`src/rtl/pis_pkg.sv`:
```
`timescale 1ns / 1ps
// Package for the pose inlier scoring unit: widths, register indexes,
// controller states and the datapath command and status structs. No dependencies.
package pis_pkg;
    localparam int MaxMatches = 4096;
    localparam int TallyW = 13;
    localparam int CfgW = 48;
    localparam int CfgIdxW = 3;
    localparam int PcW = 52;

    localparam logic [CfgIdxW-1:0] REG_ROT0 = 3'd0;
    localparam logic [CfgIdxW-1:0] REG_ROT1 = 3'd1;
    localparam logic [CfgIdxW-1:0] REG_ROT2 = 3'd2;
    localparam logic [CfgIdxW-1:0] REG_TX = 3'd3;
    localparam logic [CfgIdxW-1:0] REG_TY = 3'd4;
    localparam logic [CfgIdxW-1:0] REG_TZ = 3'd5;

    typedef enum logic [3:0] {
        ST_IDLE, ST_ROT, ST_ACC, ST_PC, ST_DOT, ST_NORM, ST_SQ, ST_CMP, ST_OUT
    } state_t;

    typedef struct packed {
        logic load;
        logic [1:0] row;
        logic do_rot;
        logic do_acc;
        logic do_pc;
        logic do_dot;
        logic do_norm;
        logic do_sq;
        logic [1:0] sq_sel;
        logic [1:0] sq_phase;
        logic do_cmp;
    } cmd_t;

    typedef struct packed {
        logic inlier;
        logic last;
    } stat_t;
endpackage

```
`src/rtl/pis_controller.sv`:
```
`timescale 1ns / 1ps
// Controller of the pose inlier scoring unit: sequences the datapath, owns the
// handshakes and the inlier tally. Uses pis_pkg.
module pis_controller (
    input  logic                        aclk,
    input  logic                        aresetn,
    input  logic                        s_valid,
    output logic                        s_ready,
    output logic                        m_valid,
    input  logic                        m_ready,
    output logic                        m_inlier_flag,
    output logic [pis_pkg::TallyW-1:0]  m_inliers_so_far,
    output logic                        m_final_result,
    output pis_pkg::cmd_t               cmd,
    input  pis_pkg::stat_t              stat
);
    pis_pkg::state_t state_reg, state_next;
    logic [1:0] row_reg, row_next;
    logic [1:0] sel_reg, sel_next;
    logic [1:0] ph_reg, ph_next;
    logic [pis_pkg::TallyW-1:0] tally_reg, tally_next;
    logic mv_reg, mv_next;
    logic flag_reg, flag_next, fin_reg, fin_next;
    logic [pis_pkg::TallyW-1:0] cnt_reg, cnt_next;
    logic [pis_pkg::TallyW-1:0] inc;

    always_ff @(posedge aclk) begin
        if (!aresetn) begin
            state_reg <= pis_pkg::ST_IDLE;
            row_reg <= '0;
            sel_reg <= '0;
            ph_reg <= '0;
            tally_reg <= '0;
            mv_reg <= 1'b0;
        end else begin
            state_reg <= state_next;
            row_reg <= row_next;
            sel_reg <= sel_next;
            ph_reg <= ph_next;
            tally_reg <= tally_next;
            mv_reg <= mv_next;
        end
        flag_reg <= flag_next;
        fin_reg <= fin_next;
        cnt_reg <= cnt_next;
    end

    always_comb begin
        state_next = state_reg;
        row_next = row_reg;
        sel_next = sel_reg;
        ph_next = ph_reg;
        tally_next = tally_reg;
        mv_next = mv_reg;
        flag_next = flag_reg;
        fin_next = fin_reg;
        cnt_next = cnt_reg;
        cmd = '0;
        cmd.row = row_reg;
        cmd.sq_sel = sel_reg;
        cmd.sq_phase = ph_reg;
        s_ready = 1'b0;
        inc = (stat.inlier && tally_reg < pis_pkg::TallyW'(pis_pkg::MaxMatches))
            ? tally_reg + 1'b1 : tally_reg;
        if (mv_reg && m_ready) begin
            mv_next = 1'b0;
        end
        unique case (state_reg)
            pis_pkg::ST_IDLE: begin
                s_ready = 1'b1;
                if (s_valid) begin
                    cmd.load = 1'b1;
                    row_next = '0;
                    sel_next = '0;
                    ph_next = '0;
                    state_next = pis_pkg::ST_ROT;
                end
            end
            pis_pkg::ST_ROT: begin
                cmd.do_rot = 1'b1;
                state_next = pis_pkg::ST_ACC;
            end
            pis_pkg::ST_ACC: begin
                cmd.do_acc = 1'b1;
                state_next = pis_pkg::ST_PC;
            end
            pis_pkg::ST_PC: begin
                cmd.do_pc = 1'b1;
                if (row_reg == 2'd2) begin
                    state_next = pis_pkg::ST_DOT;
                end else begin
                    row_next = row_reg + 1'b1;
                    state_next = pis_pkg::ST_ROT;
                end
            end
            pis_pkg::ST_DOT: begin
                cmd.do_dot = 1'b1;
                state_next = pis_pkg::ST_NORM;
            end
            pis_pkg::ST_NORM: begin
                cmd.do_norm = 1'b1;
                state_next = pis_pkg::ST_SQ;
            end
            pis_pkg::ST_SQ: begin
                cmd.do_sq = 1'b1;
                if (ph_reg == 2'd2) begin
                    ph_next = '0;
                    if (sel_reg == 2'd3) begin
                        state_next = pis_pkg::ST_CMP;
                    end else begin
                        sel_next = sel_reg + 1'b1;
                    end
                end else begin
                    ph_next = ph_reg + 1'b1;
                end
            end
            pis_pkg::ST_CMP: begin
                cmd.do_cmp = 1'b1;
                state_next = pis_pkg::ST_OUT;
            end
            pis_pkg::ST_OUT: begin
                if (!mv_reg || m_ready) begin
                    mv_next = 1'b1;
                    flag_next = stat.inlier;
                    cnt_next = inc;
                    fin_next = stat.last;
                    tally_next = stat.last ? '0 : inc;
                    state_next = pis_pkg::ST_IDLE;
                end
            end
            default: state_next = pis_pkg::ST_IDLE;
        endcase
    end

    assign m_valid = mv_reg;
    assign m_inlier_flag = flag_reg;
    assign m_inliers_so_far = cnt_reg;
    assign m_final_result = fin_reg;

    a_tally_bound: assert property (@(posedge aclk) disable iff (!aresetn)
        tally_reg <= pis_pkg::TallyW'(pis_pkg::MaxMatches))
        else $error("tally above limit");
    a_ready_idle: assert property (@(posedge aclk) disable iff (!aresetn)
        s_ready |-> state_reg == pis_pkg::ST_IDLE)
        else $error("ready outside idle");
    a_last_clear: assert property (@(posedge aclk) disable iff (!aresetn)
        (state_reg == pis_pkg::ST_OUT && state_next == pis_pkg::ST_IDLE && stat.last)
        |=> tally_reg == '0)
        else $error("tally not cleared");
endmodule

```
`config.mk`:
```
export PLATFORM = sky130hd
export DESIGN_NAME = pis_controller
export DESIGN_NICKNAME = d
export VERILOG_FILES = /design/src/rtl/pis_pkg.sv /design/src/rtl/pis_controller.sv
export SDC_FILE = /design/constraint.sdc
export NUM_CORES = 1
export LEC_CHECK = 0
export BUFFER_PORTS_ARGS = -buffer_cell sky130_fd_sc_hd__buf_4
export CAP_MARGIN = 30
export CORE_ASPECT_RATIO = 1.1
export CORE_MARGIN = 1
export CORE_UTILIZATION = 50
export CTS_CLUSTER_DIAMETER = 200
export DETAILED_ROUTE_END_ITERATION = 7
export PLACE_DENSITY = 0.75
export SLEW_MARGIN = 20
export SYNTH_ARGS = -nofsm -noshare
export SYNTH_HDL_FRONTEND = slang
export SYNTH_SLANG_ARGS = --single-unit
```
`constraint.sdc`:
```
create_clock -name aclk -period 4.5 [get_ports aclk]
set_input_delay 0.45 -clock aclk [delete_from_list [all_inputs] [get_ports aclk]]
set_output_delay 0.45 -clock aclk [all_outputs]
set_load 0.01 [all_outputs]
```
======== Yosys cells after proc, flatten, opt, wreduce, memory -nomap -nowiden ========
Index checks and enable logic that the tools add are counted.
word-level totals
  logic and storage cells ................. 72
  flip-flop bits (word level) ............. 39
cells by class
  equal/unequal tests ..................... 17
  reductions and logical operators ........ 12
  magnitude comparators ................... 1
  muxes and demuxes ....................... 29
  $add $sub $neg .......................... 4
operators with widths
  operator                                            number
  one-hot mux 4 bit (9 select lines)                  1
  2-to-1 mux 13 bit                                   2
  == test 4 x 3 -> 1 bit, second input constant       4
  2-to-1 mux 4 bit                                    4
  adder 13 x 1 -> 13 bit, second input constant       1
  less-than comparator 13 bit, second input constant  1
  2-to-1 mux 1 bit                                    13
  inequality test 2 bit, second input constant        6
  one-hot mux 2 bit (2 select lines)                  3
  2-to-1 mux 2 bit                                    5
  == test 4 x 2 -> 1 bit, second input constant       2
  AND reduction 4 bit                                 2
  adder 2 x 1 -> 2 bit, second input constant         3
  == test 2 bit, second input constant                3
  == test 4 x 1 -> 1 bit, second input constant       1
  == test 4 bit, second input constant                1
  zero test 4 bit                                     1
  AND reduction 2 bit                                 2
  nonzero test 2 bit                                  2
  2-to-1 mux 3 bit                                    1
  AND reduction 3 bit                                 1
  logical AND 1 bit                                   2
  zero test 1 bit                                     1
  logical OR 1 bit                                    1

======== Depth between registers and ports, before layout ========
  depth in word-level cells ............... 4
  depth in mapped cells ................... 7
  mapped depth without buffers ............ 5

======== Least setup slack after synthesis ========
No wires, ideal clock.
  path type ............................... flip-flop to output port
  start ................................... register state_reg[2]
  end ..................................... output cmd[13] (netlist name)
  arrival ................................. 1.358 ns
  path slack .............................. 2.692 ns
  path buffers ............................ 1
  stages on the path, launching flop included .. 5
  path through ............................ dfxtp_1 -> buf_2 -> nor4_1 -> nand2_1 -> inv_1
RTL lines
  what                    RTL line              RTL
  from (decl)             pis_controller.sv:17  pis_pkg::state_t state_reg, state_next;
  from (signal assigned)  pis_controller.sv:29  state_reg <= pis_pkg::ST_IDLE;
  from (signal assigned)  pis_controller.sv:36  state_reg <= state_next;
  to (decl)               pis_controller.sv:14  output pis_pkg::cmd_t cmd,

==> results.md <==
* Final Cycle Share at 48.9%
* Worst VDD drop at 0.273 mV
* Routed vias at 1551
* Unrepaired setup endpoints after global routing: false
* Crit path DAT at 1.75 ns
* CTS clk-pin slew, worst paths at 0.08 ns
* Clk sink count at 39
* Synth Net Count at 197
* Grt ovf at 0
* Register area share after synthesis at 49.4%
* # H-tree levels at 2
* Worst Setup Slack, final at 2.30 ns
* Yosys Warn Count at 0
* Crit path required time at 4.05 ns
* Drt drc at 0
* Clock power frac at 34.7%
* Slew Limit Headroom at 59.4%
* IO Pins at 37
* Avg Vias per Cell at 5.72
* Gr usage total at 21.2%
* Starting density of the core at 52.0%
* RePlAce Congestion at 0.808
* Die area at 4020 sq um
* Antenna viol nets, final at 0
* Post-synthesis cell count at 188
* CTS resizes at 0
* Layout cells sized above 1 at 22.6%
* CTS Buf Count at 5
* CTS tree: done
* Worst Hold Class: in2reg
* Sw frac at 22.7%
* Critical path class: reg2out
* Pins Over Slew Limit at 0
* Distinct cell type count after synthesis at 45
* Clock Skews at 0.00878 ns
* Nets at 229
* Final setup fails at 0
* Drt wl/cell at 14.8 microns
* Vias in the first global route at 1482
* Slew of the pin with the lowest slew margin at 0.603 ns
* Ys flop type: dfxtp_1
* CTS Hold Bufs at 0
* Pin count of the biggest net entering global routing at 20
* Hold Violations, Final at 0
* Fmax at 454 MHz
* Net Sw Power at 144 uW
* Die Ht at 66.4 microns
* Most frequent cells in the layout: buf_4, dfxtp_1, edfxtp_1
* Int Power at 492 uW
* Initial detailed-routing violation count at 72
* Clock buffer depth at 2
* Leak at 0.000906 uW
* Setup TNS Final at 0 ns
* Tot Pwr at 636 uW
* Yosys reg bits at 39
* Worst-skew pair later-pin latency at 0.29 ns
* Post-synth EDFFs at 15
* Tmin final at 2.20 ns
* Share of power burned in registers at 58.5%
* Global-route wire length before repair at 6390 microns
* Max Cap Viol at 0
* 1st-pass router iterations at 4
* Cell area power density at 284 nW/um^2
* WHS at 0.360 ns
* Die X-Extent at 60.6 microns
* CP Launch Type: flop
* Gate power share at 6.8%
* FILL cells at 326
* Commonest non-fill, non-tap cell in the layout: buf_4
* # Post-CTS Setup Buffers at 0
* Post-Syn Area at 1890 sq um
* Core area at 3630 sq um
* Antenna Cells at 0
* Drt total wl at 4020 microns
* Pre-CTS setup slack at 2.30 ns
* Hpwl dp at 2850 microns
* Outcome: completed
* Clock Tree Root: clkbuf_8
* Async S/R FF share, synth at 0%
* Syn avg cell area at 10.0 sq um
* Critical Path End Type: output pin
* Antenna violations before repair at 0
* Area Growth Syn to Fin at 18.8%
* Max FO, Critical Path at 10
* IO Port Bufs at 36
* Rows at 23
-- synth_stat cells, types with 2 or more instances --
cell / number / area, sq um
dfxtp_1: 24 / 480
edfxtp_1: 15 / 450
nand2_1: 14 / 52.6
a21oi_1: 12 / 60.1
nor2_1: 10 / 37.5
xnor2_1: 8 / 70.1
and3_1: 7 / 43.8
nand3b_1: 7 / 52.6
nor3_1: 7 / 35.0
a31oi_1: 6 / 37.5
clkbuf_1: 6 / 22.5
nand2b_1: 6 / 37.5
o21ai_0: 6 / 30.0
or4_1: 6 / 45.0
inv_1: 4 / 15.0
nand3_1: 4 / 20.0
nand4_1: 4 / 25.0
a31o_2: 3 / 26.3
ha_1: 3 / 37.5
xor2_1: 3 / 26.3
a32o_1: 2 / 20.0
and2_1: 2 / 12.5
and4b_1: 2 / 20.0
buf_2: 2 / 10.0
buf_4: 2 / 15.0
mux2i_1: 2 / 20.0
nor2b_1: 2 / 12.5
nor3b_1: 2 / 15.0
-- through the flow --
stage	instances	instance area (sq um)	util (%)
final	271	2240	61.8
after global routing	271	2240	61.8
after CTS	271	2240	61.8
after detailed placement	263	2160	59.6
after global placement	263	2160	59.6
after floorplan	188	1890	-
-- worst paths after layout --
kind / from / to / slack (ns) / cells after the start
hold / removal: stat[1] / m_inlier_flag$_DFFE_PP_ / 0.36 / 1
setup / recovery: state_reg[0]$_SDFFE_PN0P_ / cmd[13] / 2.30 / 4
setup reg to reg: state_reg[3]$_SDFFE_PN0P_ / tally_reg[7]$_SDFFE_PN0P_ / 2.31 / 5
hold reg to reg: sel_reg[1]$_SDFFE_PN0P_ / sel_reg[1]$_SDFFE_PN0P_ / 0.49 / 2
-- power groups by stage --
stage	logic, uW	registers (uW)	clock network (uW)
detailed placement	42.6	380	0
global route	46.7	373	237
floorplan	32.3	375	0
CTS	43.0	372	225
global placement	41.8	380	0
finish	43.2	372	220
-- kinds of logic after synthesis --
group,Yosys count,share of synthesized area (%)
mux,3,1.66
flops,39,49.4
simple gates,82,26.4
xor+xnor,11,5.11
compound gates,34,11.3
buf+inv,16,4.11
fa+ha+maj,3,1.99
-- layout make-up --
| type | count | area [sq um] | area share, % |
|---|---|---|---|
| clock buffers | 6 | 72.6 | 3.24 |
| clock inverters | 2 | 8.76 | 0.391 |
| well taps | 50 | 62.6 | 2.79 |
| repair buffers | 36 | 270 | 12.1 |
| inverters | 5 | 18.8 | 0.838 |
| flip-flops and latches | 39 | 931 | 41.5 |
| multi-input cells | 133 | 877 | 39.1 |
-- routing by layer --
| metal | vias to the layer above | track usage [%] | part of all wire [%] |
|---|---|---|---|
| met5 | - | 0 | 0 |
| met4 | 0 | 5.97 | 1.2 |
| met3 | 6 | 5.48 | 4.5 |
| met2 | 46 | 39.4 | 52 |
| met1 | 743 | 23.1 | 42 |
| li1 | 756 | - | - |
-- critical path: stages, from the launching register on --
cell	delay (ns)
dfxtp_1	0.42
nor4_1	0.60
nand2_1	0.24
inv_1	0.10
buf_4	0.12
No activity file was read; power rests on OpenSTA's default activity.
